**src/rfd_pkg.sv**
```systemverilog
// ----------------------------------------------------------------------------
// rfd_pkg: shared types and constants for the RPC frame deframer
// Word layouts of the byte and result channels, result kinds, error codes,
// deframer phases and the header magic.
// ----------------------------------------------------------------------------
`default_nettype none

package rfd_pkg;

	// header geometry
	localparam int unsigned HdrLen     = 12;
	localparam int unsigned MagicLen   = 4;
	localparam int unsigned SizeEnd    = 8;
	localparam int unsigned HdrIdxW    = 4;

	localparam logic [31:0] MaxBodyReset = 32'h0400_0000;

	// four-byte magic, in stream order
	localparam logic [7:0] MAGIC [MagicLen] = '{8'h46, 8'h52, 8'h50, 8'h43};

	typedef enum logic [1:0] {
		KIND_HEADER = 2'd0,
		KIND_META   = 2'd1,
		KIND_PAY    = 2'd2,
		KIND_ERROR  = 2'd3
	} rfd_kind_t;

	typedef enum logic [1:0] {
		ERR_NONE      = 2'd0,
		ERR_MAGIC     = 2'd1,
		ERR_TOO_BIG   = 2'd2,
		ERR_META_BODY = 2'd3
	} rfd_err_t;

	typedef enum logic [1:0] {
		PH_HEADER = 2'd0,
		PH_BODY   = 2'd1,
		PH_HALT   = 2'd2
	} rfd_phase_t;

	typedef struct packed {
		logic [7:0] data_byte;
		logic       start_over;
	} rfd_in_t;

	typedef struct packed {
		rfd_kind_t   kind;
		logic [7:0]  out_byte;
		logic [31:0] body_length;
		logic [31:0] meta_length;
		rfd_err_t    err_code;
		logic        last_of_frame;
	} rfd_out_t;

endpackage

`default_nettype wire

```
**src/rpc_frame_deframer.sv**
```systemverilog
// ----------------------------------------------------------------------------
// rpc_frame_deframer: streaming deframer for a 12-byte-header RPC framing
// Checks the magic byte by byte, decodes body and metadata sizes, reports a
// header word and then forwards body bytes tagged metadata or payload.
// ----------------------------------------------------------------------------
//
//  channel | signals                              | word
//  --------+--------------------------------------+---------------------------
//  byte    | byte_valid, byte_stall, byte_word    | rfd_in_t, one stream byte
//  result  | res_valid, res_stall, res_word       | rfd_out_t, zero/one a byte
//  config  | cfg_we, cfg_wdata                    | max_body_size
//
//  One byte per clock while byte_stall is low: the decode, size compares and
//  counters sit between the frame state and a single result register, so a
//  byte's result, if any, is valid in the cycle after it is accepted. byte_stall
//  is high only while a result is held in the result register and res_stall is
//  high; the result register refills in the cycle it drains. arst_n clears the
//  phase, counters and result valid; max_body_size resets to 64 MiB.
//
`default_nettype none

module rpc_frame_deframer (
	input  wire logic            clk,
	input  wire logic            arst_n,
	input  wire logic            byte_valid,
	output logic                 byte_stall,
	input  wire rfd_pkg::rfd_in_t byte_word,
	output logic                 res_valid,
	input  wire logic            res_stall,
	output rfd_pkg::rfd_out_t    res_word,
	input  wire logic            cfg_we,
	input  wire logic [31:0]     cfg_wdata
);
	import rfd_pkg::*;

	// frame state
	rfd_phase_t           phase_q, phase_d;
	logic [HdrIdxW-1:0]   hdr_idx_q, hdr_idx_d;
	logic [31:0]          body_tot_q, body_tot_d;
	logic [31:0]          meta_tot_q, meta_tot_d;
	logic [31:0]          bytes_left_q, bytes_left_d;
	logic [31:0]          meta_left_q, meta_left_d;
	logic [31:0]          max_body_q;

	// result register
	logic                 res_valid_q;
	rfd_out_t             res_word_q;

	logic                 accept;
	logic                 has_res;
	rfd_out_t             res_d;

	// effective state after a start-over
	rfd_phase_t           ph_e;
	logic [HdrIdxW-1:0]   idx_e;
	logic [31:0]          body_e;
	logic [31:0]          meta_e;
	logic [31:0]          body_n;
	logic [31:0]          meta_n;

	assign byte_stall = res_valid_q && res_stall;
	assign accept     = byte_valid && !byte_stall;
	assign res_valid  = res_valid_q;
	assign res_word   = res_word_q;

	// next state and result
	always_comb begin
		ph_e   = byte_word.start_over ? PH_HEADER : phase_q;
		idx_e  = byte_word.start_over ? '0 : hdr_idx_q;
		body_e = byte_word.start_over ? '0 : body_tot_q;
		meta_e = byte_word.start_over ? '0 : meta_tot_q;
		body_n = body_e;
		meta_n = meta_e;

		phase_d      = ph_e;
		hdr_idx_d    = idx_e;
		body_tot_d   = body_e;
		meta_tot_d   = meta_e;
		bytes_left_d = byte_word.start_over ? '0 : bytes_left_q;
		meta_left_d  = byte_word.start_over ? '0 : meta_left_q;

		has_res             = 1'b0;
		res_d.kind          = KIND_HEADER;
		res_d.out_byte      = '0;
		res_d.body_length   = '0;
		res_d.meta_length   = '0;
		res_d.err_code      = ERR_NONE;
		res_d.last_of_frame = 1'b0;

		unique case (ph_e)
			PH_HEADER: begin
				if (idx_e < HdrIdxW'(MagicLen)) begin
					// magic check
					if (byte_word.data_byte != MAGIC[idx_e[1:0]]) begin
						phase_d             = PH_HALT;
						hdr_idx_d           = '0;
						has_res             = 1'b1;
						res_d.kind          = KIND_ERROR;
						res_d.err_code      = ERR_MAGIC;
						res_d.last_of_frame = 1'b1;
					end else begin
						hdr_idx_d = idx_e + HdrIdxW'(1);
					end
				end else begin
					if (idx_e < HdrIdxW'(SizeEnd)) begin
						body_n = {body_e[23:0], byte_word.data_byte};
					end else begin
						meta_n = {meta_e[23:0], byte_word.data_byte};
					end
					body_tot_d = body_n;
					meta_tot_d = meta_n;
					hdr_idx_d  = idx_e + HdrIdxW'(1);
					// size check on the last header byte
					if (idx_e == HdrIdxW'(HdrLen - 1)) begin
						hdr_idx_d           = '0;
						has_res             = 1'b1;
						res_d.body_length   = body_n;
						res_d.meta_length   = meta_n;
						if (body_n > max_body_q) begin
							phase_d             = PH_HALT;
							res_d.kind          = KIND_ERROR;
							res_d.err_code      = ERR_TOO_BIG;
							res_d.last_of_frame = 1'b1;
						end else if (meta_n > body_n) begin
							phase_d             = PH_HALT;
							res_d.kind          = KIND_ERROR;
							res_d.err_code      = ERR_META_BODY;
							res_d.last_of_frame = 1'b1;
						end else begin
							bytes_left_d        = body_n;
							meta_left_d         = meta_n;
							phase_d             = (body_n == '0) ? PH_HEADER : PH_BODY;
							res_d.last_of_frame = (body_n == '0);
						end
					end
				end
			end
			PH_BODY: begin
				// forward one body byte
				has_res             = 1'b1;
				res_d.kind          = (meta_left_q != '0) ? KIND_META : KIND_PAY;
				res_d.out_byte      = byte_word.data_byte;
				res_d.last_of_frame = (bytes_left_q <= 32'd1);
				meta_left_d         = (meta_left_q != '0) ? meta_left_q - 32'd1 : '0;
				bytes_left_d        = (bytes_left_q != '0) ? bytes_left_q - 32'd1 : '0;
				if (bytes_left_q <= 32'd1) begin
					phase_d   = PH_HEADER;
					hdr_idx_d = '0;
				end
			end
			default: begin
				// halted: drop the byte
				has_res = 1'b0;
			end
		endcase
	end

	// frame state register
	always_ff @(posedge clk or negedge arst_n) begin
		if (!arst_n) begin
			phase_q      <= PH_HEADER;
			hdr_idx_q    <= '0;
			body_tot_q   <= '0;
			meta_tot_q   <= '0;
			bytes_left_q <= '0;
			meta_left_q  <= '0;
		end else if (accept) begin
			phase_q      <= phase_d;
			hdr_idx_q    <= hdr_idx_d;
			body_tot_q   <= body_tot_d;
			meta_tot_q   <= meta_tot_d;
			bytes_left_q <= bytes_left_d;
			meta_left_q  <= meta_left_d;
		end
	end

	// max body size register
	always_ff @(posedge clk or negedge arst_n) begin
		if (!arst_n) begin
			max_body_q <= MaxBodyReset;
		end else if (cfg_we) begin
			max_body_q <= cfg_wdata;
		end
	end

	// result register valid
	always_ff @(posedge clk or negedge arst_n) begin
		if (!arst_n) begin
			res_valid_q <= 1'b0;
		end else if (accept) begin
			res_valid_q <= has_res;
		end else if (!res_stall) begin
			res_valid_q <= 1'b0;
		end
	end

	// result register payload
	always_ff @(posedge clk) begin
		if (accept && has_res) begin
			res_word_q <= res_d;
		end
	end

endmodule

`default_nettype wire

```
**config.mk**
```make
export PLATFORM = sky130hd
export DESIGN_NAME = rpc_frame_deframer
export DESIGN_NICKNAME = d
export VERILOG_FILES = /design/src/rfd_pkg.sv /design/src/rpc_frame_deframer.sv
export SDC_FILE = /design/constraint.sdc
export NUM_CORES = 1
export LEC_CHECK = 0
export ABC_AREA = 0
export BUFFER_PORTS_ARGS = -buffer_cell sky130_fd_sc_hd__buf_2
export CAP_MARGIN = 20
export CORE_MARGIN = 2
export CORE_UTILIZATION = 54
export DETAILED_ROUTE_END_ITERATION = 7
export HOLD_SLACK_MARGIN = 0.1
export PLACE_DENSITY = 0.78
export SETUP_SLACK_MARGIN = 0.2
export SLEW_MARGIN = 20
export SYNTH_ARGS = -nofsm -noshare
export SYNTH_HDL_FRONTEND = slang
export SYNTH_SLANG_ARGS = --single-unit
```
**constraint.sdc**
```tcl
create_clock -name clk -period 5.3 [get_ports clk]
set_input_delay 1.06 -clock clk [delete_from_list [all_inputs] [get_ports clk]]
set_output_delay 1.06 -clock clk [all_outputs]
set_load 0.01 [all_outputs]
```
==> metrics <==
arrival time at the worst endpoint=5.16 ns; Post-DP Area=0.0146 mm^2; relative slew slack=31.9%; source of the worst register-to-register timing path=hdr_idx_q[3]; gate count of the mapped netlist=1402; CTS HTree Levels=1; area share of the leading cell type in the synthesized netlist=31.0%; Worst Hold Path Cells=2; largest net degree at the start of global routing=104; starting density of the core=55.2%; RSZ-0062 raised after global routing=false; Design Power=5.11 mW; final cycle utilization of the critical path=89.4%; core area=0.0243 mm^2; number of nets with antenna violations after routing=0; Post-CTS Hold Buffers=0; remaining design rule violation count=0; depth of the worst register-to-register path=14; Post-synth EDFFs=77; die area=0.0261 mm^2; DRT Wirelength=40.8 mm; Leak=6.96 nW; HP Start=body_tot_q[29]; clock-pin slew reported for the worst setup and hold paths after clock tree synthesis=0.06 ns; Post-Route Utilization=63.6%; top_reg_cell synth=sky130_fd_sc_hd__dfrtp_1; Die X-Extent=162 um; total clock buffers created by CTS=26; FF-to-FF End=meta_left_q[31]; result of the run=complete, no violations; Final Max Tran Viols=0; category of the worst setup path capture point=flip-flop; worst hold path class=reg -> reg; Pre-antenna DRT Iters=5; max-cap violations=0; Post-layout nets=1628; final setup violation count=0; portion of the post-synthesis area used by sequential elements=48.4%; fraction of layout cells with a size suffix above 1=16.9%; area of the mapped netlist=0.0134 mm^2; register bit count reported by yosys=244; biggest fanout along the worst timing path=23; asr flop ratio synth=68.4%; most used standard cells in the synthesized netlist=166 x sky130_fd_sc_hd__dfrtp_1, 150 x sky130_fd_sc_hd__nor2_1, 149 x sky130_fd_sc_hd__nand2_1, 118 x sky130_fd_sc_hd__o21ai_0, 82 x sky130_fd_sc_hd__inv_1; final HPWL from detailed placement=29.5 mm; Data required, critical path=5.72 ns; kind of critical path=reg -> reg; number of cell rows=57; number of hold violations in the final report=0; initial antenna violation count=3; Final Instance Area=0.0155 mm^2; power per standard cell area=330 mW/mm^2; fill cell total of the finished layout=1976; synthesis-to-finish area growth=15.3%; cell taking the most area after synthesis=sky130_fd_sc_hd__dfrtp_1; most instantiated library cell after synthesis=sky130_fd_sc_hd__dfrtp_1; Worst Setup Start Kind=flip-flop; number of buffers on the longest clock path=3; via count of the first global-routing pass=11200; Synth warnings=0; vias per std cell=6.33; Syn Area/Cell=9.57 um^2; launch point of the worst path=hdr_idx_q[3]; unique cell type count in the Yosys netlist=71; worst hold slack=0.485 ns; cell at the root of the clock tree=sky130_fd_sc_hd__clkbuf_16; Register-to-Register Setup Slack=0.56 ns; CTS-repair resized insts=0; TritonCTS clock tree=built; f_max=0.211 GHz; last weighted congestion value of the routability-driven placer=1.06; most area-consuming cells after synthesis=sky130_fd_sc_hd__dfrtp_1 31%, sky130_fd_sc_hd__edfxtp_1 17%, sky130_fd_sc_hd__ha_1 6.4%; height of the chip=162 um; number of I/O port buffers=124; Post-CTS Setup Inserts=0; number of clock sinks=244; total global routing overflow=0; actual slew at the worst max-slew pin=1.02 ns; setup TNS=0 ns; total via count after detailed routing=11700; post-layout minimum cycle time=4.74 ns; worst-skew pair later-pin latency=0.56 ns; net count of the mapped netlist=1517; gr usage total=31.7%; antenna diode count=0; Worst IR Drop VDD=425 uV; global-route wire length before repair=64.0 mm; routed wirelength normalized by instance count=22.0 um; I/O pin total=125; terminating pin of the worst hold path=body_tot_q[29]; number of DRC markers in iteration 0=1526; Max Clock Skew=0.0389 ns
==> how the worst max path moves through the flow <==
stage / to / slack, ns
final: meta_left_q[31] / 0.56
after global routing: meta_left_q[31] / 0.41
after CTS: meta_left_q[31] / 0.70
after detailed placement: meta_left_q[31] / 0.32
after global placement: meta_left_q[31] / 0.36
after floorplan: bytes_left_q[1] / 0.42
==> state kept, by name, summed over array words and instances, names as in the netlist <==
name / flops
body_tot_q: 32
phase_q: 2
meta_tot_q: 32
meta_left_q: 32
res_word: 77
max_body_q: 32
hdr_idx_q: 4
res_valid: 1
bytes_left_q: 32
==> cell type report <==
cell class                      count  area, um^2  area share, %
Clock buffer                       34         751           4.85
Clock inverter                     14         141          0.914
Inverter                           82         308           1.99
Multi-Input combinational cell    988        6310           40.8
Sequential cell                   244        6490           42.0
Tap cell                          324         405           2.62
Timing Repair Buffer              171        1060           6.84
==> logic make-up (layout without fill, tap and decap cells) <==
logic type                 count (synthesis)  count (layout)  share of synthesized area, %
DFF                                      244             244                          48.4
adders and majority gates                 69              69                          6.44
muxes                                     69              69                          5.28
and+or+nand+nor                          510             510                          18.0
xor gates and xnor gates                   6               6                         0.392
AOI/OAI and AO/OA                        334             334                          16.4
buffers and inverters                    170             301                          5.05
==> routing by layer <==
| metal | up-vias | part of all wire (%) | global-route usage [%] |
|---|---|---|---|
| li1 | 5299 | - | - |
| met5 | - | 0 | 0 |
| met2 | 654 | 43 | 46.1 |
| met3 | 118 | 12 | 8.73 |
| met4 | 0 | 4.7 | 13.8 |
| met1 | 5678 | 41 | 44.7 |
==> layout by cell type (no fill, tap or decap), types with 12 or more instances in the layout <==
cell type                   instances
sky130_fd_sc_hd__dfrtp_1          165
sky130_fd_sc_hd__nor2_1           149
sky130_fd_sc_hd__nand2_1          149
sky130_fd_sc_hd__buf_2            122
sky130_fd_sc_hd__o21ai_0          118
sky130_fd_sc_hd__inv_1             82
sky130_fd_sc_hd__edfxtp_1          77
sky130_fd_sc_hd__ha_1              69
sky130_fd_sc_hd__mux2i_1           64
sky130_fd_sc_hd__nor3_1            58
sky130_fd_sc_hd__a21oi_1           52
sky130_fd_sc_hd__buf_4             42
sky130_fd_sc_hd__clkbuf_16         26
sky130_fd_sc_hd__a22o_1            25
sky130_fd_sc_hd__o31ai_1           22
sky130_fd_sc_hd__nand4_1           20
sky130_fd_sc_hd__or2_2             19
sky130_fd_sc_hd__nor4_1            19
sky130_fd_sc_hd__nand3_1           18
sky130_fd_sc_hd__a221o_1           16
sky130_fd_sc_hd__or3_1             16
sky130_fd_sc_hd__and2_1            12
==> worst max-delay path, cell delays in order (launching register included) <==
cell                        delay, ns
sky130_fd_sc_hd__dfrtp_2         0.62
sky130_fd_sc_hd__buf_12          0.26
sky130_fd_sc_hd__mux2i_1         0.10
sky130_fd_sc_hd__nor2_1          0.38
sky130_fd_sc_hd__inv_1           0.24
sky130_fd_sc_hd__ha_1            0.33
sky130_fd_sc_hd__and3_1          0.19
sky130_fd_sc_hd__a221o_1         0.34
sky130_fd_sc_hd__a221oi_1        0.41
sky130_fd_sc_hd__o2111ai_1       0.19
sky130_fd_sc_hd__o211ai_1        0.39
sky130_fd_sc_hd__a311oi_4        0.25
sky130_fd_sc_hd__buf_4           0.24
sky130_fd_sc_hd__or3_1           0.34
sky130_fd_sc_hd__a221o_1         0.29
==> metrics by stage <==
step                      setup slack, ns  instances
after floorplan                     0.417       1402
after global placement              0.362       1809
after detailed placement            0.319       1809
after CTS                           0.701       1857
after global routing                0.407       1857
final                               0.564       1857
==> power breakdown <==
part	internal [mW]	total [mW]	switching (mW)
sequential	2.09	2.20	0.108
clock	1.10	1.88	0.788
combinational	0.342	1.02	0.682
total	3.53	5.11	1.58
No activity file was read; power rests on OpenSTA's default activity.
